## src/design/aesctr_pkg.sv

```systemverilog
// ----------------------------------------------------------------------------
// aesctr_pkg
// shared types, constants and aes-128 helper functions for the ctr byte stream
// ----------------------------------------------------------------------------
package aesctr_pkg;

  localparam int QDEPTH = 4;
  localparam int QPTR_W = $clog2(QDEPTH);
  localparam int QCNT_W = $clog2(QDEPTH + 1);
  localparam logic [3:0] LAST_ROUND = 4'd10;

  localparam logic [1:0] REG_KEY_LOW  = 2'd0;
  localparam logic [1:0] REG_KEY_HIGH = 2'd1;
  localparam logic [1:0] REG_CTR_LOW  = 2'd2;
  localparam logic [1:0] REG_CTR_HIGH = 2'd3;

  typedef struct packed {
    logic [7:0]   data;
    logic [3:0]   pos;
    logic         new_blk;
    logic [127:0] ctr;
  } entry_t;

  typedef enum logic {
    BK_IDLE,
    BK_RUN
  } back_state_t;

  localparam logic [7:0] SBOX [256] = '{
    8'h63,8'h7c,8'h77,8'h7b,8'hf2,8'h6b,8'h6f,8'hc5,8'h30,8'h01,8'h67,8'h2b,8'hfe,8'hd7,8'hab,8'h76,
    8'hca,8'h82,8'hc9,8'h7d,8'hfa,8'h59,8'h47,8'hf0,8'had,8'hd4,8'ha2,8'haf,8'h9c,8'ha4,8'h72,8'hc0,
    8'hb7,8'hfd,8'h93,8'h26,8'h36,8'h3f,8'hf7,8'hcc,8'h34,8'ha5,8'he5,8'hf1,8'h71,8'hd8,8'h31,8'h15,
    8'h04,8'hc7,8'h23,8'hc3,8'h18,8'h96,8'h05,8'h9a,8'h07,8'h12,8'h80,8'he2,8'heb,8'h27,8'hb2,8'h75,
    8'h09,8'h83,8'h2c,8'h1a,8'h1b,8'h6e,8'h5a,8'ha0,8'h52,8'h3b,8'hd6,8'hb3,8'h29,8'he3,8'h2f,8'h84,
    8'h53,8'hd1,8'h00,8'hed,8'h20,8'hfc,8'hb1,8'h5b,8'h6a,8'hcb,8'hbe,8'h39,8'h4a,8'h4c,8'h58,8'hcf,
    8'hd0,8'hef,8'haa,8'hfb,8'h43,8'h4d,8'h33,8'h85,8'h45,8'hf9,8'h02,8'h7f,8'h50,8'h3c,8'h9f,8'ha8,
    8'h51,8'ha3,8'h40,8'h8f,8'h92,8'h9d,8'h38,8'hf5,8'hbc,8'hb6,8'hda,8'h21,8'h10,8'hff,8'hf3,8'hd2,
    8'hcd,8'h0c,8'h13,8'hec,8'h5f,8'h97,8'h44,8'h17,8'hc4,8'ha7,8'h7e,8'h3d,8'h64,8'h5d,8'h19,8'h73,
    8'h60,8'h81,8'h4f,8'hdc,8'h22,8'h2a,8'h90,8'h88,8'h46,8'hee,8'hb8,8'h14,8'hde,8'h5e,8'h0b,8'hdb,
    8'he0,8'h32,8'h3a,8'h0a,8'h49,8'h06,8'h24,8'h5c,8'hc2,8'hd3,8'hac,8'h62,8'h91,8'h95,8'he4,8'h79,
    8'he7,8'hc8,8'h37,8'h6d,8'h8d,8'hd5,8'h4e,8'ha9,8'h6c,8'h56,8'hf4,8'hea,8'h65,8'h7a,8'hae,8'h08,
    8'hba,8'h78,8'h25,8'h2e,8'h1c,8'ha6,8'hb4,8'hc6,8'he8,8'hdd,8'h74,8'h1f,8'h4b,8'hbd,8'h8b,8'h8a,
    8'h70,8'h3e,8'hb5,8'h66,8'h48,8'h03,8'hf6,8'h0e,8'h61,8'h35,8'h57,8'hb9,8'h86,8'hc1,8'h1d,8'h9e,
    8'he1,8'hf8,8'h98,8'h11,8'h69,8'hd9,8'h8e,8'h94,8'h9b,8'h1e,8'h87,8'he9,8'hce,8'h55,8'h28,8'hdf,
    8'h8c,8'ha1,8'h89,8'h0d,8'hbf,8'he6,8'h42,8'h68,8'h41,8'h99,8'h2d,8'h0f,8'hb0,8'h54,8'hbb,8'h16
  };

  function automatic logic [7:0] rcon(input logic [3:0] rnd);
    logic [7:0] r;
    unique case (rnd)
      4'd1:    r = 8'h01;
      4'd2:    r = 8'h02;
      4'd3:    r = 8'h04;
      4'd4:    r = 8'h08;
      4'd5:    r = 8'h10;
      4'd6:    r = 8'h20;
      4'd7:    r = 8'h40;
      4'd8:    r = 8'h80;
      4'd9:    r = 8'h1b;
      4'd10:   r = 8'h36;
      default: r = 8'h00;
    endcase
    return r;
  endfunction

  function automatic logic [7:0] xtime(input logic [7:0] b);
    return {b[6:0], 1'b0} ^ (b[7] ? 8'h1b : 8'h00);
  endfunction

  // byte i of every 128-bit block sits at bits 8i+7:8i
  function automatic logic [127:0] key_next(input logic [127:0] k, input logic [7:0] rc);
    logic [31:0]  t;
    logic [127:0] n;
    t = {SBOX[k[96+:8]], SBOX[k[120+:8]], SBOX[k[112+:8]], SBOX[k[104+:8]] ^ rc};
    n[31:0]   = k[31:0] ^ t;
    n[63:32]  = k[63:32] ^ n[31:0];
    n[95:64]  = k[95:64] ^ n[63:32];
    n[127:96] = k[127:96] ^ n[95:64];
    return n;
  endfunction

  function automatic logic [127:0] aes_round(input logic [127:0] s, input logic last);
    logic [7:0]   t [16];
    logic [127:0] r;
    logic [7:0]   a0, a1, a2, a3, al;
    for (int c = 0; c < 4; c++) begin
      for (int i = 0; i < 4; i++) begin
        t[i + 4*c] = SBOX[s[8*(i + 4*((c + i) % 4)) +: 8]];
      end
    end
    for (int c = 0; c < 4; c++) begin
      a0 = t[4*c];
      a1 = t[4*c + 1];
      a2 = t[4*c + 2];
      a3 = t[4*c + 3];
      al = a0 ^ a1 ^ a2 ^ a3;
      if (last) begin
        r[32*c +: 32] = {a3, a2, a1, a0};
      end else begin
        r[32*c +: 32] = {a3 ^ al ^ xtime(a3 ^ a0), a2 ^ al ^ xtime(a2 ^ a3),
                         a1 ^ al ^ xtime(a1 ^ a2), a0 ^ al ^ xtime(a0 ^ a1)};
      end
    end
    return r;
  endfunction

endpackage

```

## src/design/aesctr_front.sv

```systemverilog
// ----------------------------------------------------------------------------
// aesctr_front
// accepts bytes, tracks position and running counter, tags block starts
// ----------------------------------------------------------------------------
module aesctr_front (
  input  logic                  clk,
  input  logic                  rst_n,
  input  logic                  in_valid,
  output logic                  in_stall,
  input  logic [7:0]            in_data_byte,
  input  logic                  in_message_start,
  input  logic                  in_reload_counter,
  input  logic [127:0]          ctr_start,
  input  logic                  q_full,
  output logic                  q_push,
  output aesctr_pkg::entry_t    q_entry
);

  logic [127:0] ctr_r, ctr_nxt, ctr_eff;
  logic [3:0]   pos_r, pos_nxt, pos_eff;

  assign in_stall = q_full;
  assign q_push   = in_valid && !q_full;

  always_comb begin
    ctr_eff = in_reload_counter ? ctr_start : ctr_r;
    pos_eff = in_message_start ? 4'd0 : pos_r;
    q_entry.data    = in_data_byte;
    q_entry.pos     = pos_eff;
    q_entry.new_blk = (pos_eff == 4'd0);
    q_entry.ctr     = ctr_eff;
    ctr_nxt = ctr_r;
    pos_nxt = pos_r;
    if (q_push) begin
      ctr_nxt = q_entry.new_blk ? ctr_eff + 128'd1 : ctr_eff;
      pos_nxt = pos_eff + 4'd1;
    end
  end

  always_ff @(posedge clk) begin
    if (!rst_n) begin
      ctr_r <= '0;
      pos_r <= '0;
    end else begin
      ctr_r <= ctr_nxt;
      pos_r <= pos_nxt;
    end
  end

endmodule

```

## config.mk

```make
export PLATFORM = sky130hd
export DESIGN_NAME = aesctr_front
export DESIGN_NICKNAME = d
export VERILOG_FILES = /design/src/design/aesctr_pkg.sv /design/src/design/aesctr_front.sv
export SDC_FILE = /design/constraint.sdc
export NUM_CORES = 1
export LEC_CHECK = 0
export BUFFER_PORTS_ARGS = -buffer_cell sky130_fd_sc_hd__buf_2
export CAP_MARGIN = 20
export CORE_UTILIZATION = 49
export DETAILED_ROUTE_END_ITERATION = 10
export GPL_ROUTABILITY_DRIVEN = 0
export PLACE_DENSITY = 0.75
export SLEW_MARGIN = 20
export SYNTH_ARGS = -nofsm -noshare
export SYNTH_HDL_FRONTEND = slang
export SYNTH_SLANG_ARGS = --single-unit
export TNS_END_PERCENT = 10
```

## constraint.sdc

```tcl
create_clock -name clk -period 4 [get_ports clk]
set_input_delay 0.4 -clock clk [delete_from_list [all_inputs] [get_ports clk]]
set_output_delay 0.4 -clock clk [all_outputs]
set_load 0.01 [all_outputs]
```

-- After elaboration in Yosys (flattened, before gate mapping)
Cells that the tools add are included.
- register bits after elaboration: 132
- bits of input ports: 142
- output and inout bits: 143
- word-level logic and storage cells: 10
- $add $sub $neg: 2
- mux-type cells: 3
- reduce and logical (&&, ||, !) cells: 3
- operators with widths (cell ; count):
    $mux W128 ; 2
    $add A128 B1 Y128 const B ; 1
    $add A4 B1 Y4 const B ; 1
    $logic_not A4 Y1 ; 1
    $mux W4 ; 1
    $logic_and A1 B1 Y1 ; 1
    $logic_not A1 Y1 ; 1

-- Longest topological paths before layout
- word-level depth: 3
- gate-level depth with buffers: 18
- depth with buffers taken out: 10

-- Worst setup path after synthesis
Ideal clock, no wire load.
- path kind: input to register
- start point: in in_reload_counter
- end point: reg ctr_r[112]
- setup time: 0.120 ns
- data arrival time: 4.171 ns
- setup slack: -0.290 ns
- stages: 17
- cell sequence: buf_6 -> buf_6 -> buf_2 -> buf_4 -> buf_2 -> buf_2 -> buf_2 -> buf_2 -> mux2_2 -> ha_1 -> nand2_1 -> a211oi_2 -> o211ai_1 -> nor3_4 -> nand4b_4 -> o311a_1 -> a211o_1
- RTL lines (element ; line ; source):
    start: declaration ; aesctr_front.sv:12 ; input logic in_reload_counter,
    end signal: assignment ; aesctr_front.sv:45 ; ctr_r <= ctr_nxt;
    end: declaration ; aesctr_front.sv:19 ; logic [127:0] ctr_r, ctr_nxt, ctr_eff;

-- Final worst setup path
- start point: in in_reload_counter
- end point: reg ctr_r[52]
- word-level cells in the longest chain between the ends: 3
- ends and longest elaborated chain (element ; line ; source):
    $mux W128 * ; aesctr_front.sv:26 ; ctr_eff = in_reload_counter ? ctr_start : ctr_r;
    $add A128 B1 Y128 ; aesctr_front.sv:35 ; ctr_nxt = q_entry.new_blk ? ctr_eff + 128'd1 : ctr_eff;
    $mux W128 * ; aesctr_front.sv:35 ;
Mark *: on every way between the ends. The rest lies on a longest branch, timed or not.
A chain may end at the register's enable or synchronous reset.

==> impl_metrics.ini <==
[min_path]
hold_depth = 3
hold_path_class = in2reg

[critical_path]
startpoint_type = primary input
crit_top_cell = nand3_1
crit_path_max_incr_delay_ns = 0.73
crit_path_top_delay_cell = a222oi_1
critPathMaxFanout = 91
critPathBufInv = 1
crit_type = in2reg
required_ns = 4.32
path_depth = 8
path_delay_family = simple AND/OR/NAND/NOR gates
critPathArrivalTime_ns = 3.65
r2r_cells = 7
cp-end-kind = flip-flop
crit_chain = buf_8 -> nand3_1 -> a222oi_1 -> nand3_1 -> or3_1 -> a2111oi_0 -> or3_1 -> nand3_1

[clocking]
clock_latency_ns = 0.43
clockRootBuffer = clkbuf_16
cts_setup_buffers = 0
cts_sinks = 132
cts_resized = 0
cts_buffers = 17
clkSlewWorstSetupHoldPaths_ns = 0.06
cts_tree = built
cts_buffer_depth = 2
htree_num_levels = 4
cts_hold_buf = 0

[final_layout]
syn_to_final_growth_pct = 21.23
drive_above_1_share_pct = 27.52
multi_input_area_sq_um = 7498
fill_cells = 1946
regArea_sq_um = 2643
fin_nets = 1812
diodes = 0
post_layout_nonfiller_instances = 1954

[pwr]
switching_share_pct = 29.98
max-vdd-ir-drop_mv = 0.2424
internal-power_mw = 2.656
power.density_nw_per_um2 = 289.3
seqPwrFrac_pct = 37.2
p_clk_share_pct = 42.8
switchingPower_mw = 1.137
leakage_nw = 5.530
p_comb_share_pct = 20.0

[synthesis]
postSynthCellCount = 1417
synth_top_area_share_pct = 24.43
syn-cell-area_sq_um = 10820
syn_area_per_cell_sq_um = 7.633
syn-num-nets = 1562
synth-seq-cells = 132
synth_area_leaders = dfxtp_1 (24%), nand3_1 (10%), mux2_2 (8.6%)
ys_top_cells_by_count = nand3_1 (223), nand2_1 (177), dfxtp_1 (132)
yosysMostFrequentCell = nand3_1
ys_warn_count = 0
synth_area_leader_cell = dfxtp_1
synthFlopType = dfxtp_1
ys_seq_area_share_pct = 24.43
yosysUniqueCellTypes = 78
async_flop_share_pct = 0
synth_edf_count = 0

[routing]
ant_nets = 0
first_pass_iters = 6
drt_iter0_drc = 1488
viasPerCell = 6.495
wl_per_cell_microns = 20.80
num_vias = 12690
wirelength_microns = 40630
drc = 0

[timing]
maxSlewHeadroom_pct = 31.27
tightest_slew_ns = 1.031
setup_violations = 0
rsz0062_at_grt = false
hold_viol = 0
timing.fmax_ghz = 0.2996
finalMaxSlewViolations = 0
post-route-min-period_ns = 3.338
tns_ns = 0
setup_ws_ns = 0.6620
fin_crit_sh_pct = 83.45
finClkSkew_ns = 0.008967

[floorplan]
start_util_pct = 50.65
rows = 53
die_x_microns = 150.6
io_pins = 285
die-area_sq_um = 22670
core_sq_um = 21350
die_y_microns = 150.6

[placed_design]
post-place-ws_ns = 0.3873
place_inst = 1923
dpl.hpwl_microns = 29800
port_buffers = 268

[grt]
track_usage_pct = 35.11
grt_pass1_wl_microns = 62030
grt-ovfl-total = 0
grt_max_degree = 92
grt_pass1_vias = 11660
antenna_found_initial = 0

[outcome]
status = finished clean

[run]
drv_cap = 0
kinds of logic (layout without fill, tap and decap cells):
family          Yosys count  in the layout  synth area share [%]
compound gates          222            222                 14.29
mux                     130            130                 12.99
buf+inv                 148            410                 6.571
simple gates            726            726                 36.84
fa+ha+maj                 3              3                0.3471
xor+xnor                 56             56                 4.535
flops                   132            132                 24.43
path summary, 6_finish.rpt:
kind | from | to | slack, ns
hold / removal | ctr_start[84] | ctr_r[84] | 0.34
setup / recovery | in_reload_counter | ctr_r[52] | 0.66
hold reg to reg | ctr_r[54] | ctr_r[54] | 0.45
setup reg to reg | ctr_r[18] | ctr_r[89] | 0.91
sequential cells by signal, summed over array words and instances, names as in the netlist:
name   flops
ctr_r    128
pos_r      4
stage by stage:
step                      utilization, %  hold slack [ns]  area [sq um]  power, mW
after detailed placement           58.67           0.4464         12530      2.176
after global routing               61.40           0.3382         13110      3.915
after global placement             58.67           0.4381         12530      2.166
final                              61.40           0.3372         13110      3.793
after floorplan                        -           0.4244         10840      1.881
after CTS                          61.40           0.3185         13110      3.771
placed cells by master (no fill, tap or decap), types with 19 or more instances in the layout:
master / instances
buf_2: 267
nand3_1: 223
nand2_1: 176
dfxtp_1: 132
mux2_2: 82
buf_4: 56
nand4_1: 55
o21ai_0: 53
nor2_1: 52
inv_1: 50
mux2i_1: 47
nand3b_1: 46
o211ai_1: 35
xnor2_1: 35
a21oi_1: 33
or4_1: 30
xor2_1: 21
nand4b_1: 19
power groups by stage:
stage	clock network, mW	registers, mW	logic [mW]
global route	1.69	1.42	0.812
global placement	0	1.44	0.729
finish	1.62	1.41	0.758
CTS	1.62	1.41	0.742
floorplan	0	1.42	0.457
detailed placement	0	1.44	0.737
tightest hold or removal path, cell delays in order:
cell and delay, ns:
buf_2 0.14, nand4_1 0.09, a31oi_1 0.06
layout make-up:
type,instances,share of cell area (%)
inverters,51,1.460
repair buffers,328,14.12
clock buffers,21,3.435
multi-input cells,1137,57.19
clock inverters,10,1.012
flip-flops and latches,132,20.15
well taps,275,2.624
layer usage:
layer,global-route usage [%],vias up,part of all wire [%]
met3,7.758,137,11
met4,15.86,0,3.9
met2,55.16,810,45
li1,-,5830,-
met5,0,-,0
met1,45.65,5915,40
Power figures use the tool's default switching activity.
