`src/design/aesctr_pkg.sv`:
```
// ----------------------------------------------------------------------------
// aesctr_pkg
// shared types, constants and aes-128 helper functions for the ctr byte stream
// ----------------------------------------------------------------------------
package aesctr_pkg;

  localparam int QDEPTH = 4;
  localparam int QPTR_W = $clog2(QDEPTH);
  localparam int QCNT_W = $clog2(QDEPTH + 1);
  localparam logic [3:0] LAST_ROUND = 4'd10;

  localparam logic [1:0] REG_KEY_LOW  = 2'd0;
  localparam logic [1:0] REG_KEY_HIGH = 2'd1;
  localparam logic [1:0] REG_CTR_LOW  = 2'd2;
  localparam logic [1:0] REG_CTR_HIGH = 2'd3;

  typedef struct packed {
    logic [7:0]   data;
    logic [3:0]   pos;
    logic         new_blk;
    logic [127:0] ctr;
  } entry_t;

  typedef enum logic {
    BK_IDLE,
    BK_RUN
  } back_state_t;

  localparam logic [7:0] SBOX [256] = '{
    8'h63,8'h7c,8'h77,8'h7b,8'hf2,8'h6b,8'h6f,8'hc5,8'h30,8'h01,8'h67,8'h2b,8'hfe,8'hd7,8'hab,8'h76,
    8'hca,8'h82,8'hc9,8'h7d,8'hfa,8'h59,8'h47,8'hf0,8'had,8'hd4,8'ha2,8'haf,8'h9c,8'ha4,8'h72,8'hc0,
    8'hb7,8'hfd,8'h93,8'h26,8'h36,8'h3f,8'hf7,8'hcc,8'h34,8'ha5,8'he5,8'hf1,8'h71,8'hd8,8'h31,8'h15,
    8'h04,8'hc7,8'h23,8'hc3,8'h18,8'h96,8'h05,8'h9a,8'h07,8'h12,8'h80,8'he2,8'heb,8'h27,8'hb2,8'h75,
    8'h09,8'h83,8'h2c,8'h1a,8'h1b,8'h6e,8'h5a,8'ha0,8'h52,8'h3b,8'hd6,8'hb3,8'h29,8'he3,8'h2f,8'h84,
    8'h53,8'hd1,8'h00,8'hed,8'h20,8'hfc,8'hb1,8'h5b,8'h6a,8'hcb,8'hbe,8'h39,8'h4a,8'h4c,8'h58,8'hcf,
    8'hd0,8'hef,8'haa,8'hfb,8'h43,8'h4d,8'h33,8'h85,8'h45,8'hf9,8'h02,8'h7f,8'h50,8'h3c,8'h9f,8'ha8,
    8'h51,8'ha3,8'h40,8'h8f,8'h92,8'h9d,8'h38,8'hf5,8'hbc,8'hb6,8'hda,8'h21,8'h10,8'hff,8'hf3,8'hd2,
    8'hcd,8'h0c,8'h13,8'hec,8'h5f,8'h97,8'h44,8'h17,8'hc4,8'ha7,8'h7e,8'h3d,8'h64,8'h5d,8'h19,8'h73,
    8'h60,8'h81,8'h4f,8'hdc,8'h22,8'h2a,8'h90,8'h88,8'h46,8'hee,8'hb8,8'h14,8'hde,8'h5e,8'h0b,8'hdb,
    8'he0,8'h32,8'h3a,8'h0a,8'h49,8'h06,8'h24,8'h5c,8'hc2,8'hd3,8'hac,8'h62,8'h91,8'h95,8'he4,8'h79,
    8'he7,8'hc8,8'h37,8'h6d,8'h8d,8'hd5,8'h4e,8'ha9,8'h6c,8'h56,8'hf4,8'hea,8'h65,8'h7a,8'hae,8'h08,
    8'hba,8'h78,8'h25,8'h2e,8'h1c,8'ha6,8'hb4,8'hc6,8'he8,8'hdd,8'h74,8'h1f,8'h4b,8'hbd,8'h8b,8'h8a,
    8'h70,8'h3e,8'hb5,8'h66,8'h48,8'h03,8'hf6,8'h0e,8'h61,8'h35,8'h57,8'hb9,8'h86,8'hc1,8'h1d,8'h9e,
    8'he1,8'hf8,8'h98,8'h11,8'h69,8'hd9,8'h8e,8'h94,8'h9b,8'h1e,8'h87,8'he9,8'hce,8'h55,8'h28,8'hdf,
    8'h8c,8'ha1,8'h89,8'h0d,8'hbf,8'he6,8'h42,8'h68,8'h41,8'h99,8'h2d,8'h0f,8'hb0,8'h54,8'hbb,8'h16
  };

  function automatic logic [7:0] rcon(input logic [3:0] rnd);
    logic [7:0] r;
    unique case (rnd)
      4'd1:    r = 8'h01;
      4'd2:    r = 8'h02;
      4'd3:    r = 8'h04;
      4'd4:    r = 8'h08;
      4'd5:    r = 8'h10;
      4'd6:    r = 8'h20;
      4'd7:    r = 8'h40;
      4'd8:    r = 8'h80;
      4'd9:    r = 8'h1b;
      4'd10:   r = 8'h36;
      default: r = 8'h00;
    endcase
    return r;
  endfunction

  function automatic logic [7:0] xtime(input logic [7:0] b);
    return {b[6:0], 1'b0} ^ (b[7] ? 8'h1b : 8'h00);
  endfunction

  // byte i of every 128-bit block sits at bits 8i+7:8i
  function automatic logic [127:0] key_next(input logic [127:0] k, input logic [7:0] rc);
    logic [31:0]  t;
    logic [127:0] n;
    t = {SBOX[k[96+:8]], SBOX[k[120+:8]], SBOX[k[112+:8]], SBOX[k[104+:8]] ^ rc};
    n[31:0]   = k[31:0] ^ t;
    n[63:32]  = k[63:32] ^ n[31:0];
    n[95:64]  = k[95:64] ^ n[63:32];
    n[127:96] = k[127:96] ^ n[95:64];
    return n;
  endfunction

  function automatic logic [127:0] aes_round(input logic [127:0] s, input logic last);
    logic [7:0]   t [16];
    logic [127:0] r;
    logic [7:0]   a0, a1, a2, a3, al;
    for (int c = 0; c < 4; c++) begin
      for (int i = 0; i < 4; i++) begin
        t[i + 4*c] = SBOX[s[8*(i + 4*((c + i) % 4)) +: 8]];
      end
    end
    for (int c = 0; c < 4; c++) begin
      a0 = t[4*c];
      a1 = t[4*c + 1];
      a2 = t[4*c + 2];
      a3 = t[4*c + 3];
      al = a0 ^ a1 ^ a2 ^ a3;
      if (last) begin
        r[32*c +: 32] = {a3, a2, a1, a0};
      end else begin
        r[32*c +: 32] = {a3 ^ al ^ xtime(a3 ^ a0), a2 ^ al ^ xtime(a2 ^ a3),
                         a1 ^ al ^ xtime(a1 ^ a2), a0 ^ al ^ xtime(a0 ^ a1)};
      end
    end
    return r;
  endfunction

endpackage

```
`src/design/aesctr_queue.sv`:
```
// ----------------------------------------------------------------------------
// aesctr_queue
// short fifo between the front and the back
// ----------------------------------------------------------------------------
module aesctr_queue (
  input  logic                  clk,
  input  logic                  rst_n,
  input  logic                  push,
  input  aesctr_pkg::entry_t    push_entry,
  output logic                  full,
  input  logic                  pop,
  output logic                  head_valid,
  output aesctr_pkg::entry_t    head
);

  aesctr_pkg::entry_t                 mem_r [aesctr_pkg::QDEPTH];
  logic [aesctr_pkg::QPTR_W-1:0]      wr_r, wr_nxt, rd_r, rd_nxt;
  logic [aesctr_pkg::QCNT_W-1:0]      cnt_r, cnt_nxt;

  assign full       = (cnt_r == aesctr_pkg::QCNT_W'(aesctr_pkg::QDEPTH));
  assign head_valid = (cnt_r != '0);
  assign head       = mem_r[rd_r];

  always_comb begin
    wr_nxt  = push ? wr_r + 1'b1 : wr_r;
    rd_nxt  = pop ? rd_r + 1'b1 : rd_r;
    cnt_nxt = cnt_r + aesctr_pkg::QCNT_W'(push) - aesctr_pkg::QCNT_W'(pop);
  end

  always_ff @(posedge clk) begin
    if (push) begin
      mem_r[wr_r] <= push_entry;
    end
  end

  always_ff @(posedge clk) begin
    if (!rst_n) begin
      wr_r  <= '0;
      rd_r  <= '0;
      cnt_r <= '0;
    end else begin
      wr_r  <= wr_nxt;
      rd_r  <= rd_nxt;
      cnt_r <= cnt_nxt;
    end
  end

endmodule

```
`config.mk`:
```
export PLATFORM = sky130hd
export DESIGN_NAME = aesctr_queue
export DESIGN_NICKNAME = d
export VERILOG_FILES = /design/src/design/aesctr_pkg.sv /design/src/design/aesctr_queue.sv
export SDC_FILE = /design/constraint.sdc
export NUM_CORES = 1
export LEC_CHECK = 0
export BUFFER_PORTS_ARGS = -buffer_cell sky130_fd_sc_hd__clkbuf_2
export CAP_MARGIN = 20
export CORE_UTILIZATION = 35
export DETAILED_ROUTE_END_ITERATION = 10
export PLACE_DENSITY = 0.61
export SYNTH_ARGS = -nofsm -noshare
export SYNTH_HDL_FRONTEND = slang
export SYNTH_SLANG_ARGS = --single-unit
export TNS_END_PERCENT = 30
```
`constraint.sdc`:
```
create_clock -name clk -period 5.6 [get_ports clk]
set_input_delay 1.68 -clock clk [delete_from_list [all_inputs] [get_ports clk]]
set_output_delay 1.68 -clock clk [all_outputs]
set_load 0.01 [all_outputs]
```
Word level (Yosys, flattened, before mapping)
Memories as Yosys holds them, arrays and structs flattened. A register that Yosys moved wholly into a read port is not among the register bits.
Cells that the tools add are included.
{"block": "totals", "regBits": 7, "ram_bits": 564, "input_bits": 145, "word_cells": 14, "mem_count": 1}
{"block": "classes", "addsub": 4, "eq_ne": 1, "mux": 4, "n_reduce_logical": 1}
{"name": "mem_r", "depth": 4, "word_bits": 141, "rd": 1, "rd_ports_with_merged_regs": 1, "write_ports": 1, "line": "aesctr_queue.sv:16", "rtl": "aesctr_pkg::entry_t mem_r [aesctr_pkg::QDEPTH];"}
{"op": "$add 2x1->2 const B", "n": 2}
{"op": "$mux 2", "n": 2}
{"op": "$add 3x1->3", "n": 1}
{"op": "$eq 3x3->1 const B", "n": 1}
{"op": "$reduce_bool 3->1", "n": 1}
{"op": "$sub 3x1->3", "n": 1}
{"op": "$mux 1", "n": 2}

Logic depth before layout (Yosys ltp)
Gate-level depths: netlist of the first run.
{"block": "logic_depth", "ltp_word": 3, "mapped_depth": 7, "ltp_nobuf": 7}

Worst setup path before layout of the first run
No wires, ideal clock.
{"block": "synth_timing", "path_kind": "in2reg", "from": "input push", "to": "memory mem_r[0][0] (netlist name), enable pin", "setup_time_ps": 517, "arrival_ps": 4903, "setup_slack_ps": 181, "cell_stages": 1, "path_buffers": 0, "path_cell_list": "and2_1"}
{"block": "synth_between", "elab_chain_cells": 2}
{"element": "from (decl)", "line": "aesctr_queue.sv:8", "rtl": "input logic push,"}
{"element": "$mux 1", "line": "aesctr_queue.sv:31", "rtl": "if (push) begin"}
{"element": "$mux 1 (implied by the code)", "line": "aesctr_queue.sv:32", "rtl": "mem_r[wr_r] <= push_entry;"}
{"element": "to (decl)", "line": "aesctr_queue.sv:16"}
No other way between the ends.

==> results of run 1 <==
logic make-up (layout without fill, tap and decap cells):
group                    after synthesis  in the layout  synth area share, %
XOR/XNOR                               3              3                0.199
buffers and inverters                 39            420                 1.17
AO/OA/AOI/OAI                          2              2               0.0723
adder cells (fa/ha/maj)                7              7                0.458
flip-flops                           573            573                 82.4
other                                  0              1                    0
multiplexers                         142            142                 15.3
AND/OR/NAND/NOR                       14             14                0.368
report_power, final:
group,switching [mW],leakage (nW),total [mW],internal [mW]
sequential,0.0664,5.26,5.00,4.93
clock,1.59,0.993,4.07,2.48
combinational,0.468,2.23,0.870,0.402
total,2.13,8.48,9.94,7.81
layout make-up:
| type | instances | area (um^2) | share of cell area [%] |
|---|---|---|---|
| clock inverter | 43 | 487 | 1.93 |
| antenna | 1 | 2.50 | 0.00991 |
| inverter | 7 | 26.3 | 0.104 |
| multi-input combinational | 168 | 3420 | 13.6 |
| sequential | 573 | 17100 | 67.8 |
| clock buffer | 67 | 1550 | 6.13 |
| tap | 765 | 957 | 3.79 |
| timing repair buffer | 303 | 1680 | 6.66 |
tightest hold or removal path: stages, from the launching register on:
cell and delay, ns:
dfxtp_1 0.32, nand3b_1 0.10, a21oi_1 0.07
metrics by stage:
| stage | worst slack, ns | hold slack (ns) | power, mW | instances |
|---|---|---|---|---|
| 4_1_cts | 1.18 | 0.529 | 10.1 | 1926 |
| 5_1_grt | 1.10 | 0.547 | 10.3 | 1926 |
| 6_report | 1.29 | 0.527 | 9.94 | 1927 |
| 3_5_place_dp | 1.84 | 0.517 | 5.99 | 1816 |
| 3_3_place_gp | 1.86 | 0.509 | 5.97 | 1816 |
| 2_1_floorplan | 0.181 | 0.499 | 5.61 | 780 |
metal layers:
layer	track usage (%)	routed length, um	vias up
li1	-	-	4071
met1	17.9	17300	4815
met2	21.8	19900	252
met3	4.16	2880	76
met4	4.44	968	6
met5	0	35	-
worst min-delay path by stage:
stage                    startpoint  slack [ns]  cells after the start    to
4_1_cts        rd_r[1]$_SDFFE_PN0P_        0.53                      2  flop
3_3_place_gp   rd_r[1]$_SDFFE_PN0P_        0.51                      2  flop
2_1_floorplan  rd_r[1]$_SDFFE_PN0P_        0.50                      2  flop
6_report       rd_r[1]$_SDFFE_PN0P_        0.53                      2  flop
5_1_grt        rd_r[1]$_SDFFE_PN0P_        0.55                      2  flop
3_5_place_dp   rd_r[1]$_SDFFE_PN0P_        0.52                      2  flop
cell usage in the layout, fill, tap and decap left out:
master	count
clkinv_2	12
clkinv_4	2
clkinv_1	15
and2_4	4
mux2i_1	1
dfxtp_1	7
clkbuf_16	61
bufinv_16	11
clkinvlp_4	3
xnor2_1	2
edfxtp_1	564
and2_1	2
nor2_1	5
clkbuf_1	6
or3_1	1
a21bo_2	1
buf_4	6
xor3_1	1
mux4_2	141
buf_12	10
and3_1	1
dfxtp_4	2
fa_1	1
nand3b_1	1
ha_1	6
diode_2	1
clkbuf_2	287
inv_1	7
a21oi_1	1
registers in the layout (all words and copies together) (netlist names), named ones only:
name,flops
cnt_r,3
mem_r,564
rd_r,2
wr_r,2
==> metrics.md, run 1 <==
| Metric | Value |
|---|---|
| Outcome | `finished clean` |
| Count of unique library cells instantiated by Yosys | `20` |
| Nets | `1264` |
| Vert. Die Dim | `246 um` |
| Drt pass-1 iters | `4` |
| Max FO, Critical Path | `54` |
| Cell Pwr Density | `394 nW/um^2` |
| Largest cells by area after synthesis | `edfxtp_1, mux4_2, dfxtp_1` |
| MaxCap Viol Count | `0` |
| Vias in the first global route | `9949` |
| I/O Pins | `around 290` |
| Buf/Inv on CP | `2` |
| Post-synthesis sequential area ratio | `82.4%` |
| Worst Hold Class | `flop to flop` |
| CTS hold repair buffers | `0` |
| Setup TNS Final | `0 ns` |
| Final ANT Viol Nets | `0` |
| Cell count along the critical path | `3` |
| R2R Setup Slk | `3.42 ns` |
| Clk sinks | `approximately 570` |
| Layout area overhead | `21.6%` |
| Syn. warnings | `0` |
| Critical path required time | `3.92 ns` |
| CTS Buf Count | `a little under 60` |
| Drt drc | `0` |
| Syn Nets | `932` |
| Die W | `approximately 250 um` |
| Worst-margin pin slew | `around 0.90 ns` |
| Crit path cell chain | `buf_12 > mux4_2 > clkbuf_2` |
| Root Buffer | `clkbuf_16` |
| CTS tree | `yes` |
| First-pass GRT wire length | `a little over 60 mm` |
| Largest net degree at the start of global routing | `81` |
| Post-DR vias/cell | `4.78` |
| Reg2reg end | `mem_r[1][104]$_DFFE_PP_` |
| # fillers | `4993` |
| CP arrival | `2.63 ns` |
| Synth Flop Type | `edfxtp_1` |
| Period minus WS final | `4.31 ns` |
| Max-slew headroom | `39.9%` |
| HPWL after DPL | `24.9 mm` |
| Yosys reg bits | `573` |
| Grt ovf | `0` |
| Drt wl/cell | `roughly 21 um` |
| Post-synth top area share | `81.5%` |
| Drt initial violations | `475` |
| Worst IR drop on VDD | `0.000224 V` |
| P_leak | `8.48 nW` |
| Worst Reg-to-Reg Cells | `3` |
| RSZ-0062 raised after global routing | `no` |
| Final setup vio count | `0` |
| Total GRT Usage | `13.7%` |
| Post-CTS setup buffer count | `0` |
| Final instance area | `~25000 um^2` |
| Total Die Area | `between 60000 and 70000 um^2` |
| Worst setup SP type | `flop` |
| Crit path to | `head[59]` |
| Fin. max-slew vios | `0` |
| Latest clock arrival within the worst-skew pair | `0.60 ns` |
| RR Startpoint | `wr_r[0]$_SDFFE_PN0P_` |
| Crit share post-route | `76.9%` |
| EDFF count, synth | `564` |
| Final wirelength | `between 40 and 50 mm` |
| Crit Path Class | `flop to primary output` |
| Synth Instances | `780` |
| CTS resizes | `0` |
| Synth Cell Area | `20800 um^2` |
| Finished Core Util | `between 40% and 50%` |
| Clock Pin Slew Worst Setup and Hold Paths | `around 0.060 ns` |
| Share of cells above drive strength 1 | `46.5%` |
| Effective utilization at floorplan | `35.7%` |
| Most numerous cell in the Yosys netlist | `edfxtp_1` |
| CP delay by family, top | `flip-flops` |
| Yosys top cell by area | `edfxtp_1` |
| Vias | `9220` |
| Clock skew | `0.0131 ns` |
| CTS H-tree lvls | `2` |
| Initial antenna violation count | `3` |
| Final hold violations | `0` |
| Peak Freq | `about 230 MHz` |
| CTS Buffer Depth | `3` |
| Critical path capture point type | `primary output` |
| CP max stage delay | `roughly 0.72 ns` |
| Core area | `58100 um^2` |
| Buffers on Ports | `287` |
| Async SR Flop Fraction | `0%` |
| Site Rows | `88` |
| Most frequent cells after synthesis | `edfxtp_1, mux4_2, buf_2, buf_6, dfxtp_1` |
| Global placer's final weighted congestion | `0.681` |
| Placed cell areas | `between 20000 and 25000 um^2` |
| Synth Area per Inst | `26.6 um^2` |
| Critical path's slowest cell | `dfxtp_4` |
(Power assumes the default switching activity.)
==> run 2, diff against run 1 <==
--- a/config.mk
+++ b/config.mk
@@ -9,7 +9,7 @@
 export CAP_MARGIN = 20
 export CORE_UTILIZATION = 35
 export DETAILED_ROUTE_END_ITERATION = 10
-export PLACE_DENSITY = 0.61
+export PLACE_DENSITY = 0.59
 export SYNTH_ARGS = -nofsm -noshare
 export SYNTH_HDL_FRONTEND = slang
 export SYNTH_SLANG_ARGS = --single-unit
==> constraint.sdc (replaced) <==
create_clock -name clk -period 4 [get_ports clk]
set_input_delay 1.2 -clock clk [delete_from_list [all_inputs] [get_ports clk]]
set_output_delay 1.2 -clock clk [all_outputs]
set_load 0.01 [all_outputs]
==> run 2 against run 1 <==
Compared with the run above:
- wire length is 2.3% higher
- combinational power increased by 47%
- critical endpoint is now head[23]
- total power rose by 35%
- highest routed layer unchanged
- setup slack got worse by 0.81 ns
- final area hardly changed
- die area unchanged
- global-route usage rose by 0.45 points
- non-clock buffer count increased by 16
- worst hold slack better by 0.0062 ns
- largest power group unchanged
- clock power increased by 28%
- via count up 1.1%
==> metrics.md, run 2 (synthesis gave the netlist of run 1 again) <==
| Metric | Value |
|---|---|
| Outcome | `finished clean` |
| First-pass GRT wire length | `about 64 mm` |
| Grt ovf | `0` |
| Global placer's final weighted congestion | `0.713` |
| CP arrival | `2.31 ns` |
| P_leak | `8.48 nW` |
| Final ANT Viol Nets | `0` |
| Layout area overhead | `21.5%` |
| Critical path required time | `2.80 ns` |
| Site Rows | `88` |
| Max FFs per register | `about 560` |
| # fillers | `about 5000` |
| Max-slew headroom | `57.6%` |
| Largest net degree at the start of global routing | `65` |
| Initial antenna violation count | `5` |
| Max FO, Critical Path | `46` |
| Buffers on Ports | `287` |
| Finished Core Util | `a little over two fifths` |
| Drt drc | `0` |
| Latest clock arrival within the worst-skew pair | `~0.60 ns` |
| Period minus WS final | `3.51 ns` |
| Core area | `58100 um^2` |
| Vert. Die Dim | `about 250 um` |
| CTS hold repair buffers | `0` |
| Most common cell after layout, fill and taps aside | `edfxtp_1` |
| I/O Pins | `288` |
| Effective utilization at floorplan | `35.7%` |
| Post-CTS setup buffer count | `0` |
| Clock Pin Slew Worst Setup and Hold Paths | `0.06 ns` |
| Final hold violations | `0` |
| MaxCap Viol Count | `0` |
| Share of cells above drive strength 1 | `46.4%` |
| Clock skew | `between 0.015 and 0.02 ns` |
| Non-filler instance count after layout | `1941` |
| Biggest regs | `mem_r: 564 flops, cnt_r: 3 flops` |
| Total Die Area | `60300 um^2` |
| Clk sinks | `573` |
| Cell Pwr Density | `533 nW/um^2` |
| CTS H-tree lvls | `2` |
| CTS Buf Count | `59` |
| Vias | `9324` |
| Leading cell types in the layout, fill and taps excluded | `edfxtp_1, clkbuf_2, mux4_2` |
| Largest Register | `mem_r` |
| Die W | `between 200 and 250 um` |
| Crit Path Class | `flop to primary output` |
| Worst Hold Class | `flop to flop` |
| Peak Freq | `285 MHz` |
| Setup TNS Final | `0 ns` |
| Drt pass-1 iters | `4` |
| Post-DR vias/cell | `4.80` |
| CTS resizes | `0` |
| Final wirelength | `41.9 mm` |
| Vias in the first global route | `10200` |
| Worst setup SP type | `flop` |
| Placed cell areas | `about 23000 um^2` |
| Crit share post-route | `87.9%` |
| CTS Buffer Depth | `3` |
| Drt wl/cell | `roughly 22 um` |
| HPWL after DPL | `25.8 mm` |
| RSZ-0062 raised after global routing | `no` |
| Critical path capture point type | `primary output` |
| Worst IR drop on VDD | `0.000355 V` |
| Ant diodes | `0` |
| Total GRT Usage | `14.1%` |
| Nets | `1280` |
| Drt initial violations | `472` |
| Placed Cells incl. Taps | `1832` |
| Fin. max-slew vios | `0` |
| Final setup vio count | `0` |
| Root Buffer | `clkbuf_16` |
| Worst-margin pin slew | `0.636 ns` |
| CTS tree | `yes` |
| Final instance area | `~25000 um^2` |
[run 2: metal layers]
layer | GRT usage [%] | vias to the layer above | part of all wire, %
met3 | 4.50 | 66 | 7.8
met4 | 3.74 | 6 | 2.0
met5 | 0 | - | 0.098
met2 | 22.5 | 280 | 48
li1 | - | 4077 | -
met1 | 18.7 | 4895 | 42
[run 2: final cells by class]
cell class / count / area [um^2] / area share (%)
multi-input combinational: 168 / 3420 / 13.6
timing repair buffer: 319 / 1880 / 7.44
clock inverter: 33 / 290 / 1.15
clock buffer: 76 / 1540 / 6.10
tap: 765 / 957 / 3.79
sequential: 573 / 17100 / 67.8
inverter: 7 / 26.3 / 0.104
[run 2: where the power goes]
part           internal [mW]  switching, mW
Clock                   3.03           2.18
Sequential              6.90         0.0710
Combinational          0.588          0.691
Total                   10.5           2.95
[run 2: critical path, cell delays in order, from the launching register on]
cell	delay [ns]
dfxtp_4	0.51
buf_12	0.36
mux4_2	0.60
clkbuf_2	0.15
[run 2: through the flow]
step                hold slack [ns]  setup slack, ns  power (mW)
global placement              0.504             1.05        8.40
finish                        0.533            0.485        13.5
global route                  0.564            0.285        14.0
detailed placement            0.527             1.03        8.43
floorplan                     0.499           -0.939        7.84
CTS                           0.537            0.364        13.7
[run 2: final timing paths]
check	from	endpoint	slack, ns	depth (start not counted)
worst min register to register	rd_r[1]$_SDFFE_PN0P_	flop	0.53	2
worst max-delay path	flop	head[23]	0.49	3
worst min-delay path	rd_r[1]$_SDFFE_PN0P_	flop	0.53	2
worst max register to register	wr_r[0]$_SDFFE_PN0P_	mem_r[2][78]$_DFFE_PP_	2.10	4
==> run 3, diff against run 2 <==
--- a/config.mk
+++ b/config.mk
@@ -7,9 +7,9 @@
 export LEC_CHECK = 0
 export BUFFER_PORTS_ARGS = -buffer_cell sky130_fd_sc_hd__clkbuf_2
 export CAP_MARGIN = 20
-export CORE_UTILIZATION = 35
+export CORE_UTILIZATION = 46
 export DETAILED_ROUTE_END_ITERATION = 10
-export PLACE_DENSITY = 0.59
+export PLACE_DENSITY = 0.72
 export SYNTH_ARGS = -nofsm -noshare
 export SYNTH_HDL_FRONTEND = slang
 export SYNTH_SLANG_ARGS = --single-unit
==> run 3 against run 2 <==
Compared with the run above:
- combinational power decreased by 3%
- sequential power hardly changed
- critical path depth stayed put
- clock skew down 0.0026 ns
- first-iteration DRC count increased by 25%
- maximum frequency is 0.99% lower
- global-route usage is 3.2 points higher
- largest cell class unchanged
- setup slack lost 0.035 ns
==> metrics.md, run 3 (synthesis gave the netlist of run 1 again) <==
| Metric | Value |
|---|---|
| Buffers on Ports | `approximately 290` |
| Area of the multi-input gates | `between 3000 and 4000 um^2` |
| Total Die Area | `46000 um^2` |
| Outcome | `finished clean` |
| Cell Pwr Density | `537 nW/um^2` |
| Fin. max-slew vios | `0` |
| Placed Cells incl. Taps | `1646` |
| Largest Register | `mem_r` |
| Vias in the first global route | `9984` |
| Max FO, Critical Path | `25` |
| Final wirelength | `39.1 mm` |
| Vias | `about 9000` |
| I/O Pins | `288` |
| Clock Pin Slew Worst Setup and Hold Paths | `approximately 0.060 ns` |
| MaxCap Viol Count | `0` |
| Layout area overhead | `20.0%` |
| CTS tree | `yes` |
| Most common cell after layout, fill and taps aside | `edfxtp_1` |
| Final hold violations | `0` |
| CTS hold repair buffers | `0` |
| Die W | `215 um` |
| Leading cell types in the layout, fill and taps excluded | `edfxtp_1, clkbuf_2, mux4_2` |
| CTS resizes | `0` |
| Non-filler instance count after layout | `1751` |
| Drt wl/cell | `22.3 um` |
| Global route hottest layer | `met2` |
| Critical path required time | `roughly 2.8 ns` |
| Hold Path Origin | `rd_r[1]$_SDFFE_PN0P_` |
| Drt drc | `0` |
| Met2 usage | `28.1%` |
| Crit share post-route | `between 80% and 90%` |
| Register Area | `17100 um^2` |
| RSZ-0062 raised after global routing | `no` |
| Final ANT Viol Nets | `0` |
| Worst Hold Class | `flop to flop` |
| Hold path depth | `2` |
| Initial antenna violation count | `3` |
| Global placer's final weighted congestion | `0.736` |
| First-pass GRT wire length | `60.2 mm` |
| Nets | `1265` |
| Share of cells above drive strength 1 | `a little under half` |
| Max FFs per register | `564` |
| RR Startpoint | `wr_r[0]$_SDFFE_PN0P_` |
| Worst setup SP type | `flop` |
| CTS Buffer Depth | `3` |
| Max-slew headroom | `55.2%` |
| Biggest regs | `mem_r: 564 flops, cnt_r: 3 flops` |
| Hold EP | `rd_r[1]$_SDFFE_PN0P_` |
| Core area | `about 44000 um^2` |
| Crit Path Class | `flop to primary output` |
| CTS H-tree lvls | `2` |
| Met3 Usage GRT | `5.01%` |
| Grt ovf | `0` |
| Hold WS | `0.540 ns` |
| R2R Setup Slk | `2.16 ns` |
| Clock skew | `0.0171 ns` |
| Drt initial violations | `590` |
| Root Buffer | `clkbuf_16` |
| Worst-margin pin slew | `a little under 0.7 ns` |
| Latest clock arrival within the worst-skew pair | `0.59 ns` |
| P_leak | `8.41 nW` |
| Effective utilization at floorplan | `46.8%` |
| Drt pass-1 iters | `4` |
| Worst IR drop on VDD | `0.000375 V` |
| Worst Reg-to-Reg Cells | `3` |
| Total GRT Usage | `17.4%` |
| Final setup vio count | `0` |
| Site Rows | `77` |
| CTS Buf Count | `57` |
| Vert. Die Dim | `215 um` |
| Reg2reg end | `mem_r[3][70]$_DFFE_PP_` |
| CP arrival | `2.35 ns` |
| # fillers | `3223` |
| Largest net degree at the start of global routing | `88` |
| Met1 usage | `23.0%` |
| Post-DR vias/cell | `5.24` |
| Peak Freq | `between 200 and 300 MHz` |
| Critical path capture point type | `primary output` |
| HPWL after DPL | `around 23 mm` |
| Post-CTS setup buffer count | `0` |
| Clk sinks | `573` |
| Period minus WS final | `roughly 3.5 ns` |
[run 3: cell count changes in the layout (fill, tap and decap cells not counted)]
| cell | previous run | this run |
|---|---|---|
| buf_4 | 16 | 2 |
| clkinv_1 | 13 | 7 |
| clkbuf_8 | 0 | 5 |
| clkbuf_1 | 17 | 13 |
| inv_6 | 3 | 0 |
| clkbuf_16 | 59 | 57 |
| clkinv_2 | 10 | 12 |
| clkinv_4 | 0 | 2 |
| buf_12 | 16 | 17 |
| clkinvlp_4 | 2 | 3 |
| diode_2 | 0 | 1 |
[run 3: worst max path at each step]
| stage | endpoint | slack, ns | start | cells after the start |
|---|---|---|---|---|
| floorplan | mem_r[1][0]$_DFFE_PP_ | -0.94 | push | 1 |
| global placement | head[101] | 0.99 | flop | 3 |
| detailed placement | head[54] | 0.98 | flop | 3 |
| CTS | head[54] | 0.34 | flop | 3 |
| global route | head[50] | 0.29 | flop | 3 |
| finish | head[54] | 0.45 | flop | 3 |
[run 3: cell type report]
| class | count | area share, % |
|---|---|---|
| Antenna cell | 1 | 0.0100 |
| Clock inverter | 29 | 1.11 |
| Sequential cell | 573 | 68.7 |
| Multi-Input combinational cell | 168 | 13.7 |
| Timing Repair Buffer | 306 | 7.19 |
| Tap cell | 592 | 2.97 |
| Inverter | 7 | 0.105 |
| Clock buffer | 75 | 6.19 |
[run 3: layer usage]
layer | wire (um) | part of all wire (%) | vias up
met5 | 26 | 0.067 | -
met4 | 808 | 2.1 | 4
met3 | 3050 | 7.8 | 58
met2 | 19100 | 49 | 271
met1 | 16100 | 41 | 4787
li1 | - | - | 4056
[run 3: through the flow]
step	power [mW]	TNS (ns)	util (%)	setup WS (ns)	cell area (um^2)
2_1_floorplan	7.84	-264.89	-	-0.939	20800
3_3_place_gp	8.36	0	52.0	0.991	23100
3_5_place_dp	8.39	0	52.0	0.980	23100
4_1_cts	13.5	0	56.1	0.344	24900
5_1_grt	13.8	0	56.1	0.294	24900
6_report	13.4	0	56.1	0.450	24900
[run 3: worst max-delay path: stages (launching register included)]
cell,delay (ns)
dfxtp_4,0.74
buf_12,0.31
mux4_2,0.54
clkbuf_2,0.14
[run 3: report_power, final]
part,total (mW),switching [mW],internal [mW]
Sequential,6.99,0.0879,6.90
Clock,5.14,2.12,3.03
Combinational,1.24,0.659,0.585
Total,13.4,2.86,10.5
